===== src/hdl/pld_pkg.sv =====
package pld_pkg;

  // Header digits per packet and the lengths they encode.
  localparam int HEADER_DIGITS = 4;
  localparam logic [1:0] LAST_DIGIT = 2'(HEADER_DIGITS - 1);
  localparam logic [15:0] LEN_FLUSH = 16'd0;
  localparam logic [15:0] LEN_DELIM = 16'd1;
  localparam logic [15:0] LEN_RESP_END = 16'd2;
  localparam logic [15:0] LEN_BAD = 16'd3;
  localparam logic [15:0] LEN_EMPTY = 16'(HEADER_DIGITS);

  // Section name that opens the pack section: "packfile\n".
  localparam logic [3:0] NAME_LEN = 4'd9;

  // Sideband channel codes.
  localparam logic [7:0] CHAN_PACK = 8'd1;
  localparam logic [7:0] CHAN_ERROR = 8'd3;
  localparam logic [1:0] CHAN_ERROR_ID = 2'd3;

  // Default depth of the queue between parser and output.
  localparam int QUEUE_DEPTH_DEF = 4;

  // Input operations.
  localparam logic OP_BYTE = 1'b0;
  localparam logic OP_END = 1'b1;

  typedef enum logic [3:0] {
    ST_PACK = 4'd0,
    ST_PROGRESS = 4'd1,
    ST_SERVER_ERROR = 4'd2,
    ST_FLUSH = 4'd3,
    ST_END_NO_FLUSH = 4'd4,
    ST_BAD_HEX = 4'd5,
    ST_BAD_LENGTH = 4'd6,
    ST_UNKNOWN_CHAN = 4'd7,
    ST_TRUNCATED = 4'd8
  } status_t;

  typedef enum logic [1:0] {
    PH_HEADER = 2'd0,
    PH_PAYLOAD = 2'd1,
    PH_STOP = 2'd2
  } phase_t;

  typedef struct packed {
    logic [3:0] status;
    logic [7:0] byte_value;
    logic carries_byte;
    logic last_of_packet;
  } result_t;

  typedef struct packed {
    logic full;
    logic empty;
  } queue_stat_t;

  // Hex digit decode: bit 4 set when the character is a valid digit.
  function automatic logic [4:0] hex_value(input logic [7:0] c);
    logic [4:0] r;
    r = 5'd0;
    if (c >= 8'h30 && c <= 8'h39) begin
      r = {1'b1, 4'(c - 8'h30)};
    end else if (c >= 8'h61 && c <= 8'h66) begin
      r = {1'b1, 4'(c - 8'h57)};
    end else if (c >= 8'h41 && c <= 8'h46) begin
      r = {1'b1, 4'(c - 8'h37)};
    end
    return r;
  endfunction

  // Characters of the section name by position.
  function automatic logic [7:0] section_name(input logic [3:0] pos);
    logic [7:0] r;
    case (pos)
      4'd0: r = 8'h70;
      4'd1: r = 8'h61;
      4'd2: r = 8'h63;
      4'd3: r = 8'h6b;
      4'd4: r = 8'h66;
      4'd5: r = 8'h69;
      4'd6: r = 8'h6c;
      4'd7: r = 8'h65;
      4'd8: r = 8'h0a;
      default: r = 8'h00;
    endcase
    return r;
  endfunction

endpackage


===== src/hdl/pld_if.sv =====
interface pld_in_if;
  logic valid;
  logic ready;
  logic operation;
  logic [7:0] data_byte;

  modport source (output valid, output operation, output data_byte, input ready);
  modport sink (input valid, input operation, input data_byte, output ready);
endinterface

interface pld_out_if;
  logic valid;
  logic ready;
  logic [3:0] status;
  logic [7:0] byte_value;
  logic carries_byte;
  logic last_of_packet;

  modport source (output valid, output status, output byte_value, output carries_byte,
                  output last_of_packet, input ready);
  modport sink (input valid, input status, input byte_value, input carries_byte,
                input last_of_packet, output ready);
endinterface


===== src/hdl/pkt_line_sideband_demux.sv =====
// Channel   Role     Handshake     Payload
// stream    sink     valid/ready   operation, data_byte
// result    source   valid/ready   status, byte_value, carries_byte, last_of_packet
//
// One request is accepted per cycle while the queue has room; the parser classifies it in that cycle.
// A result is registered in a queue of QUEUE_DEPTH entries and reaches the
// result channel from its head; the depth sets how long the output may stall
// before stream ready drops. Synchronous reset rst clears the parser and
// empties the queue; stream ready is low only while the queue is full.
module pkt_line_sideband_demux #(
  parameter int QUEUE_DEPTH = pld_pkg::QUEUE_DEPTH_DEF
) (
  input logic clk,
  input logic rst,
  pld_in_if.sink stream,
  pld_out_if.source result
);
  import pld_pkg::*;

  logic push;
  result_t push_data;
  queue_stat_t q_stat;

  // Front: parser and classifier.
  pld_front u_front (
    .clk(clk),
    .rst(rst),
    .stream(stream),
    .space(!q_stat.full),
    .push(push),
    .push_data(push_data)
  );

  // Back: result queue and output channel.
  pld_back #(
    .DEPTH(QUEUE_DEPTH)
  ) u_back (
    .clk(clk),
    .rst(rst),
    .push(push),
    .push_data(push_data),
    .stat(q_stat),
    .result(result)
  );

  // Only defined status codes leave the block.
  a_status_range: assert property (@(posedge clk) disable iff (rst)
    result.valid |-> result.status <= 4'(ST_TRUNCATED))
    else $error("undefined status code on result");

  // Payload bytes only travel with the three sideband statuses.
  a_byte_status: assert property (@(posedge clk) disable iff (rst)
    result.valid && result.carries_byte |-> result.status <= 4'(ST_SERVER_ERROR))
    else $error("payload byte with a non-sideband status");

  // End without flush never closes a packet.
  a_end_not_last: assert property (@(posedge clk) disable iff (rst)
    result.valid && result.status == 4'(ST_END_NO_FLUSH) |-> !result.last_of_packet)
    else $error("end without flush marked as last of packet");

  // A result pushed into an empty queue shows on the next cycle.
  a_push_visible: assert property (@(posedge clk) disable iff (rst)
    push && q_stat.empty |=> result.valid)
    else $error("queued result not presented");

endmodule


===== src/hdl/pld_front.sv =====
module pld_front (
  input logic clk,
  input logic rst,
  pld_in_if.sink stream,
  input logic space,
  output logic push,
  output pld_pkg::result_t push_data
);
  import pld_pkg::*;

  phase_t parse_phase, parse_phase_next;
  logic [1:0] digit_count, digit_count_next;
  logic [15:0] length_acc, length_acc_next;
  logic [15:0] bytes_left, bytes_left_next;
  logic in_pack_section, in_pack_section_next;
  logic [3:0] name_match_pos, name_match_pos_next;
  logic name_match_ok, name_match_ok_next;
  logic first_byte_pending, first_byte_pending_next;
  logic [1:0] active_channel, active_channel_next;

  logic accept;
  logic [4:0] hex;
  logic [15:0] len;
  logic [15:0] left_dec;
  logic last;
  logic [7:0] c;

  // A request is taken whenever the queue has room for its result.
  assign stream.ready = space;
  assign accept = stream.valid && space;
  assign c = stream.data_byte;
  assign hex = hex_value(c);
  assign len = {length_acc[11:0], hex[3:0]};
  assign left_dec = bytes_left - 16'd1;
  assign last = (left_dec == 16'd0);

  // Parser state update and result classification for one request.
  always_comb begin
    parse_phase_next = parse_phase;
    digit_count_next = digit_count;
    length_acc_next = length_acc;
    bytes_left_next = bytes_left;
    in_pack_section_next = in_pack_section;
    name_match_pos_next = name_match_pos;
    name_match_ok_next = name_match_ok;
    first_byte_pending_next = first_byte_pending;
    active_channel_next = active_channel;
    push = 1'b0;
    push_data = '0;

    if (stream.operation == OP_END) begin
      // End of stream reports its position unless parsing has stopped, then re-arms the parser.
      if (parse_phase == PH_HEADER && digit_count == 2'd0) begin
        push = accept;
        push_data.status = ST_END_NO_FLUSH;
      end else if (parse_phase == PH_HEADER || parse_phase == PH_PAYLOAD) begin
        push = accept;
        push_data.status = ST_TRUNCATED;
        push_data.last_of_packet = 1'b1;
      end
      parse_phase_next = PH_HEADER;
      digit_count_next = 2'd0;
      length_acc_next = 16'd0;
      bytes_left_next = 16'd0;
      in_pack_section_next = 1'b0;
      name_match_pos_next = 4'd0;
      name_match_ok_next = 1'b1;
      first_byte_pending_next = 1'b0;
      active_channel_next = 2'd0;
    end else begin
      case (parse_phase)
        PH_HEADER: begin
          if (!hex[4]) begin
            parse_phase_next = PH_STOP;
            push = accept;
            push_data.status = ST_BAD_HEX;
            push_data.last_of_packet = 1'b1;
          end else if (digit_count != LAST_DIGIT) begin
            length_acc_next = len;
            digit_count_next = digit_count + 2'd1;
          end else begin
            digit_count_next = 2'd0;
            length_acc_next = 16'd0;
            if (len == LEN_FLUSH) begin
              parse_phase_next = PH_STOP;
              push = accept;
              push_data.status = ST_FLUSH;
              push_data.last_of_packet = 1'b1;
            end else if (len == LEN_BAD) begin
              parse_phase_next = PH_STOP;
              push = accept;
              push_data.status = ST_BAD_LENGTH;
              push_data.last_of_packet = 1'b1;
            end else if (len != LEN_DELIM && len != LEN_RESP_END && len != LEN_EMPTY) begin
              bytes_left_next = len - LEN_EMPTY;
              parse_phase_next = PH_PAYLOAD;
              name_match_pos_next = 4'd0;
              name_match_ok_next = 1'b1;
              first_byte_pending_next = in_pack_section;
            end
          end
        end
        PH_PAYLOAD: begin
          bytes_left_next = left_dec;
          if (last) begin
            parse_phase_next = PH_HEADER;
          end
          if (!in_pack_section) begin
            // Match the section name; any extra byte spoils the match.
            if (name_match_pos >= NAME_LEN) begin
              name_match_ok_next = 1'b0;
            end else begin
              if (section_name(name_match_pos) != c) begin
                name_match_ok_next = 1'b0;
              end
              name_match_pos_next = name_match_pos + 4'd1;
            end
            if (last && name_match_ok_next && name_match_pos_next == NAME_LEN) begin
              in_pack_section_next = 1'b1;
            end
          end else if (first_byte_pending) begin
            // The first payload byte picks the sideband channel.
            first_byte_pending_next = 1'b0;
            if (c < CHAN_PACK || c > CHAN_ERROR) begin
              parse_phase_next = PH_STOP;
              push = accept;
              push_data.status = ST_UNKNOWN_CHAN;
              push_data.last_of_packet = 1'b1;
            end else begin
              active_channel_next = c[1:0];
              if (last && c == CHAN_ERROR) begin
                parse_phase_next = PH_STOP;
                push = accept;
                push_data.status = ST_SERVER_ERROR;
                push_data.last_of_packet = 1'b1;
              end
            end
          end else begin
            if (last && active_channel == CHAN_ERROR_ID) begin
              parse_phase_next = PH_STOP;
            end
            push = accept;
            push_data.status = {2'b00, active_channel - 2'd1};
            push_data.byte_value = c;
            push_data.carries_byte = 1'b1;
            push_data.last_of_packet = last;
          end
        end
        default: begin
          // Stopped: bytes are dropped until the end of the stream.
        end
      endcase
    end
  end

  // Parser state registers.
  always_ff @(posedge clk) begin
    if (rst) begin
      parse_phase <= PH_HEADER;
      digit_count <= 2'd0;
      length_acc <= 16'd0;
      bytes_left <= 16'd0;
      in_pack_section <= 1'b0;
      name_match_pos <= 4'd0;
      name_match_ok <= 1'b1;
      first_byte_pending <= 1'b0;
      active_channel <= 2'd0;
    end else if (accept) begin
      parse_phase <= parse_phase_next;
      digit_count <= digit_count_next;
      length_acc <= length_acc_next;
      bytes_left <= bytes_left_next;
      in_pack_section <= in_pack_section_next;
      name_match_pos <= name_match_pos_next;
      name_match_ok <= name_match_ok_next;
      first_byte_pending <= first_byte_pending_next;
      active_channel <= active_channel_next;
    end
  end

endmodule


===== src/hdl/pld_back.sv =====
module pld_back #(
  parameter int DEPTH = pld_pkg::QUEUE_DEPTH_DEF
) (
  input logic clk,
  input logic rst,
  input logic push,
  input pld_pkg::result_t push_data,
  output pld_pkg::queue_stat_t stat,
  pld_out_if.source result
);
  import pld_pkg::*;

  localparam int PTR_W = (DEPTH > 1) ? $clog2(DEPTH) : 1;
  localparam int CNT_W = $clog2(DEPTH + 1);
  localparam logic [PTR_W-1:0] PTR_LAST = PTR_W'(DEPTH - 1);
  localparam logic [CNT_W-1:0] CNT_FULL = CNT_W'(DEPTH);

  result_t entries [DEPTH];
  logic [PTR_W-1:0] wr_ptr, rd_ptr;
  logic [CNT_W-1:0] count;
  logic pop;
  result_t head;

  assign stat.full = (count == CNT_FULL);
  assign stat.empty = (count == '0);
  assign pop = result.valid && result.ready;

  // Head of the queue drives the result channel.
  assign head = entries[rd_ptr];
  assign result.valid = !stat.empty;
  assign result.status = head.status;
  assign result.byte_value = head.byte_value;
  assign result.carries_byte = head.carries_byte;
  assign result.last_of_packet = head.last_of_packet;

  // Queue storage.
  always_ff @(posedge clk) begin
    if (push) begin
      entries[wr_ptr] <= push_data;
    end
  end

  // Pointers and fill count.
  always_ff @(posedge clk) begin
    if (rst) begin
      wr_ptr <= '0;
      rd_ptr <= '0;
      count <= '0;
    end else begin
      if (push) begin
        wr_ptr <= (wr_ptr == PTR_LAST) ? '0 : wr_ptr + PTR_W'(1);
      end
      if (pop) begin
        rd_ptr <= (rd_ptr == PTR_LAST) ? '0 : rd_ptr + PTR_W'(1);
      end
      if (push && !pop) begin
        count <= count + CNT_W'(1);
      end else if (pop && !push) begin
        count <= count - CNT_W'(1);
      end
    end
  end

endmodule

===== src/flat_wrapper.sv =====
// flat-port wrapper written by rule: the top's interface ports become plain ports
module pkt_line_sideband_demux_flat import pld_pkg::*;
#(
  parameter int QUEUE_DEPTH = pld_pkg::QUEUE_DEPTH_DEF
)
  (clk, rst, stream_valid, stream_operation, stream_data_byte, stream_ready, result_valid, result_status, result_byte_value, result_carries_byte, result_last_of_packet, result_ready);
  pld_in_if stream_i ();
  pld_out_if result_i ();
  input logic clk;
  input logic rst;
  input wire logic [$bits(stream_i.valid)-1:0] stream_valid;
  input wire logic [$bits(stream_i.operation)-1:0] stream_operation;
  input wire logic [$bits(stream_i.data_byte)-1:0] stream_data_byte;
  output wire logic [$bits(stream_i.ready)-1:0] stream_ready;
  output wire logic [$bits(result_i.valid)-1:0] result_valid;
  output wire logic [$bits(result_i.status)-1:0] result_status;
  output wire logic [$bits(result_i.byte_value)-1:0] result_byte_value;
  output wire logic [$bits(result_i.carries_byte)-1:0] result_carries_byte;
  output wire logic [$bits(result_i.last_of_packet)-1:0] result_last_of_packet;
  input wire logic [$bits(result_i.ready)-1:0] result_ready;
  assign stream_i.valid = stream_valid;
  assign stream_i.operation = stream_operation;
  assign stream_i.data_byte = stream_data_byte;
  assign stream_ready = stream_i.ready;
  assign result_valid = result_i.valid;
  assign result_status = result_i.status;
  assign result_byte_value = result_i.byte_value;
  assign result_carries_byte = result_i.carries_byte;
  assign result_last_of_packet = result_i.last_of_packet;
  assign result_i.ready = result_ready;
  pkt_line_sideband_demux #(.QUEUE_DEPTH(QUEUE_DEPTH)) u_core (.clk(clk), .rst(rst), .stream(stream_i), .result(result_i));
endmodule

===== config.mk =====
export PLATFORM = sky130hd
export DESIGN_NAME = pkt_line_sideband_demux_flat
export DESIGN_NICKNAME = d
export VERILOG_FILES = /design/src/hdl/pld_pkg.sv /design/src/hdl/pld_if.sv /design/src/hdl/pkt_line_sideband_demux.sv /design/src/hdl/pld_front.sv /design/src/hdl/pld_back.sv /design/src/flat_wrapper.sv
export SDC_FILE = /design/constraint.sdc
export NUM_CORES = 1
export LEC_CHECK = 0
export BUFFER_PORTS_ARGS = -buffer_cell sky130_fd_sc_hd__buf_4
export CAP_MARGIN = 10
export CELL_PAD_IN_SITES_DETAIL_PLACEMENT = 1
export CELL_PAD_IN_SITES_GLOBAL_PLACEMENT = 1
export CORE_MARGIN = 2
export CORE_UTILIZATION = 44
export DETAILED_ROUTE_END_ITERATION = 10
export PLACE_DENSITY_LB_ADDON = 0.12
export SYNTH_ARGS = -nofsm -noshare
export SYNTH_HDL_FRONTEND = slang
export SYNTH_SLANG_ARGS = --single-unit

===== constraint.sdc =====
create_clock -name clk -period 4.1 [get_ports clk]
set_clock_uncertainty 0.15 [all_clocks]
set_input_delay 0 -clock clk [delete_from_list [all_inputs] [get_ports clk]]
set_output_delay 0 -clock clk [all_outputs]
set_load 0.005 [all_outputs]

==> key figures <==
GRT
  – First-pass GRT wire length: 27400 microns
  – Number of global-route vias before repair: 5126
  – Largest net degree at the start of global routing: 59
  – Initial antenna violation count: 0
  – GRT Residual Overflow: 0
  – Total GRT Usage: 0.235

Setup path
  – Crit. Startpoint: u_core.u_front.bytes_left[0]$_SDFFE_PP0P_
  – CP endpoint kind: flop
  – Type of the worst setup path: reg2reg
  – CP required: between 4 and 5 ns
  – CP Capture Point: u_core.u_back.count[2]$_SDFFE_PP0P_
  – Worst R2R Path Depth: 17
  – R2R Path Start: u_core.u_front.bytes_left[0]$_SDFFE_PP0P_
  – Reg2reg setup slack: 0.03 ns
  – Startpoint Class: flop
  – CP Max Fanout: 7
  – Cell chain of the critical path: buf_4 > inv_1 > ha_2 > buf_6 > nand3b_1 > a2111oi_4 > buf_4 > nand4_1 > or4_4 > a31oi_4 > o31a_1 > ha_2 > inv_1 > fa_2 > xor2_1 > or3_1 > a21oi_2
  – Slowest cell on crit path: or4_4
  – Largest stage delay, worst path: approximately 0.57 ns
  – Critical R2R Capture: u_core.u_back.count[2]$_SDFFE_PP0P_
  – Data arrival, critical path: approximately 4.2 ns

Floorplanning
  – Die Footprint: 15000 sq um
  – FP Rows: 43
  – Top Ports: 29
  – Initial core utilization: 0.448
  – Die height: 123 microns
  – Core area: 13800 sq um
  – Die X: 123 microns

Power and ir drop
  – Leakage: 2.65 nW
  – Max VDD drop: just over 0.2 mV
  – PwrDens: between 400 and 500 nW/um^2

Yosys
  – Ys flop type: edfxtp_1
  – Seq/Total Area, Yosys: 0.453
  – Post-synthesis cell count: 613
  – Synthesized area: 6190 sq um
  – Asr flop ratio synth: 0
  – Mean Syn Cell Area: 10.1 sq um
  – Number of synthesis warnings: 0
  – Post-synth EDFFs: 56
  – Post-Syn Nets: 651
  – Netlist cell types: 79
  – Flops & latches, synth: about 110

Clock network
  – Clk Latency, worst-skew pair: 0.35 ns
  – Number of buffers created by CTS: 9
  – Clk sinks: around 110
  – Root Buffer: clkbuf_16
  – Clk pin slew, worst setup/hold paths: 0.08 ns
  – Clk buf depth: 2
  – H-tree lvl count: 3
  – CTS tree: yes

Min path
  – Worst Hold Class: in2reg

Timing
  – WHS: between 0.002 and 0.0025 ns
  – Max Clock Freq: 246 MHz
  – Final Hold Fails: 0
  – Setup-failing EPs final: 0
  – Tmin final: 4.07 ns
  – Rel. slew slack: 0.387
  – RSZ-0062 raised after global routing: yes
  – Tcrit/Tclk final: 0.993
  – Max Slew Vio Count: 0
  – Measured slew at the worst slew-check pin: 0.918 ns

Place
  – PortBufs: 28
  – Area post-placement: 6680 sq um
  – Final Wtd Congestion: 0.876
  – HPWL after DPL: 12000 microns

Drt
  – Number of detailed-routing iterations run before antenna repair: 4
  – Routed WL per cell: 20.0 microns
  – Drt initial violations: 283
  – Vias: 4937
  – DRT Wirelength: 17100 microns
  – DR DRC count: 0
  – Average vias per placed instance: 5.80
  – Antenna Violating Nets Remaining: 0

Finish
  – Diode count: 0
  – Area Overhead vs Synth: 16.1%
  – Final nets: 704
  – Post-Layout Inst Area: 7180 sq um
  – Share of cells above drive strength 1: 0.201

Status
  – Status: completed

Job
  – Max-cap violation count: 0
==> cell usage in the layout (no fill, tap or decap), drive strengths merged, types with 7 or more instances in the layout <==
master        n
xnor2        10
buf          66
dlygate4sd3  10
o21ai        19
nand3        17
inv          24
edfxtp       56
a21oi        43
dfxtp        56
nor4         10
a31oi        10
or3          14
a22oi         8
nor3         25
a2111oi       7
mux4         14
ha           24
and2         15
xor2         18
or4           7
clkbuf       11
nand2        41
nor2         77
==> what timing repair did <==
item / CTS / global route
pin swaps: 4 / 5
gates resized for setup: 9 / 9
hold buffers: 10 / 0
endpoints found under the setup margin: 1 / 4
buffers inserted: 1 / 3
hold endpoints to repair: 31 / 0
==> worst max-delay path: cells and delay by family, from the launching register on <==
kind                       cells  cell delay, ns
and+or+nand+nor                4            1.12
AOI/OAI and AO/OA              4            0.92
adders and majority gates      3            0.75
buffers and inverters          5            0.54
DFF                            1            0.33
xor gates and xnor gates       1            0.17
==> metrics by stage <==
stage	setup TNS, ns	utilization	total power [mW]	cells	setup WS (ns)
final	0	0.519	3.05	851	0.0283
after global routing	-0.126	0.519	3.21	851	-0.126
after CTS	0	0.515	3.05	848	0.00404
after detailed placement	-0.184	0.483	2.14	821	-0.184
after global placement	-0.132	0.483	2.11	821	-0.132
after floorplan	0	-	1.85	613	0.0120
==> synth_stat cells, drive strengths merged (15+ instances only) <==
| cell | count | area share |
|---|---|---|
| nand2 | 41 | 0.025 |
| dfxtp | 56 | 0.18 |
| o21ai | 19 | 0.015 |
| a21oi | 43 | 0.035 |
| nand3 | 17 | 0.015 |
| xor2 | 18 | 0.025 |
| ha | 24 | 0.049 |
| edfxtp | 56 | 0.27 |
| nor2 | 77 | 0.048 |
| nor3 | 25 | 0.020 |
| and2 | 15 | 0.016 |
| clkbuf | 26 | 0.023 |
| inv | 21 | 0.013 |
==> area by class of cell <==
cell class / count / area [sq um]
Tap cell: 180 / 225
Clock buffer: 11 / 233
Inverter: 21 / 78.8
Fill cell: 1526 / 6650
Sequential cell: 112 / 2800
Multi-Input combinational cell: 446 / 3180
Clock inverter: 5 / 62.6
Timing Repair Buffer: 76 / 599
==> state kept, by name (all words and copies together), names as in the netlist, named ones only <==
signal	flops
u_core.u_front.digit_count	2
u_core.u_front.bytes_left	16
u_core.u_front.name_match_pos	4
u_core.u_front.length_acc	12
u_core.u_front.first_byte_pending	1
u_core.u_back.entries	56
u_core.u_front.active_channel	2
u_core.u_back.wr_ptr	2
u_core.u_back.count	3
u_core.u_front.parse_phase	2
u_core.u_front.in_pack_section	1
u_core.u_front.name_match_ok	1
u_core.u_back.rd_ptr	2
==> power breakdown <==
group	internal (mW)	switching, mW	leakage (nW)
clock	0.482	0.428	0.145
sequential	1.27	0.0877	0.964
combinational	0.387	0.397	1.54
==> worst min-delay path by stage <==
| stage | from | endpoint | slack [ns] | depth (start not counted) |
|---|---|---|---|---|
| floorplan | rst | u_core.u_front.name_match_pos[3]$_SDFFE_PP0N_ | -0.07 | 1 |
| global placement | result_ready | u_core.u_back.rd_ptr[1]$_SDFFE_PP0P_ | 0.17 | 3 |
| detailed placement | result_ready | flop | 0.18 | 3 |
| CTS | rst | u_core.u_front.name_match_pos[2]$_SDFFE_PP0N_ | 0.005 | 2 |
| global route | rst | u_core.u_front.name_match_pos[2]$_SDFFE_PP0N_ | 0.03 | 2 |
| finish | rst | u_core.u_front.bytes_left[13]$_SDFFE_PP0P_ | 0.002 | 2 |
==> routing by layer <==
| metal | GRT usage | vias to the layer above | part of all wire |
|---|---|---|---|
| li1 | - | 2382 | - |
| met1 | 0.303 | 2456 | 0.47 |
| met2 | 0.411 | 74 | 0.49 |
| met3 | 0.0307 | 25 | 0.020 |
| met4 | 0.0726 | 0 | 0.018 |
| met5 | 0 | - | 0 |
==> cells by family (layout without fill, tap and decap cells) <==
family / count (synthesis) / in the layout / synth area share
AND/OR/NAND/NOR: 245 / 245 / 0.210
AO/OA/AOI/OAI: 130 / 130 / 0.142
flip-flops: 112 / 112 / 0.453
buffers and inverters: 55 / 113 / 0.0457
XOR/XNOR: 28 / 28 / 0.0396
adder cells (fa/ha/maj): 25 / 25 / 0.0518
multiplexers: 18 / 18 / 0.0580
(Power assumes the default switching activity.)
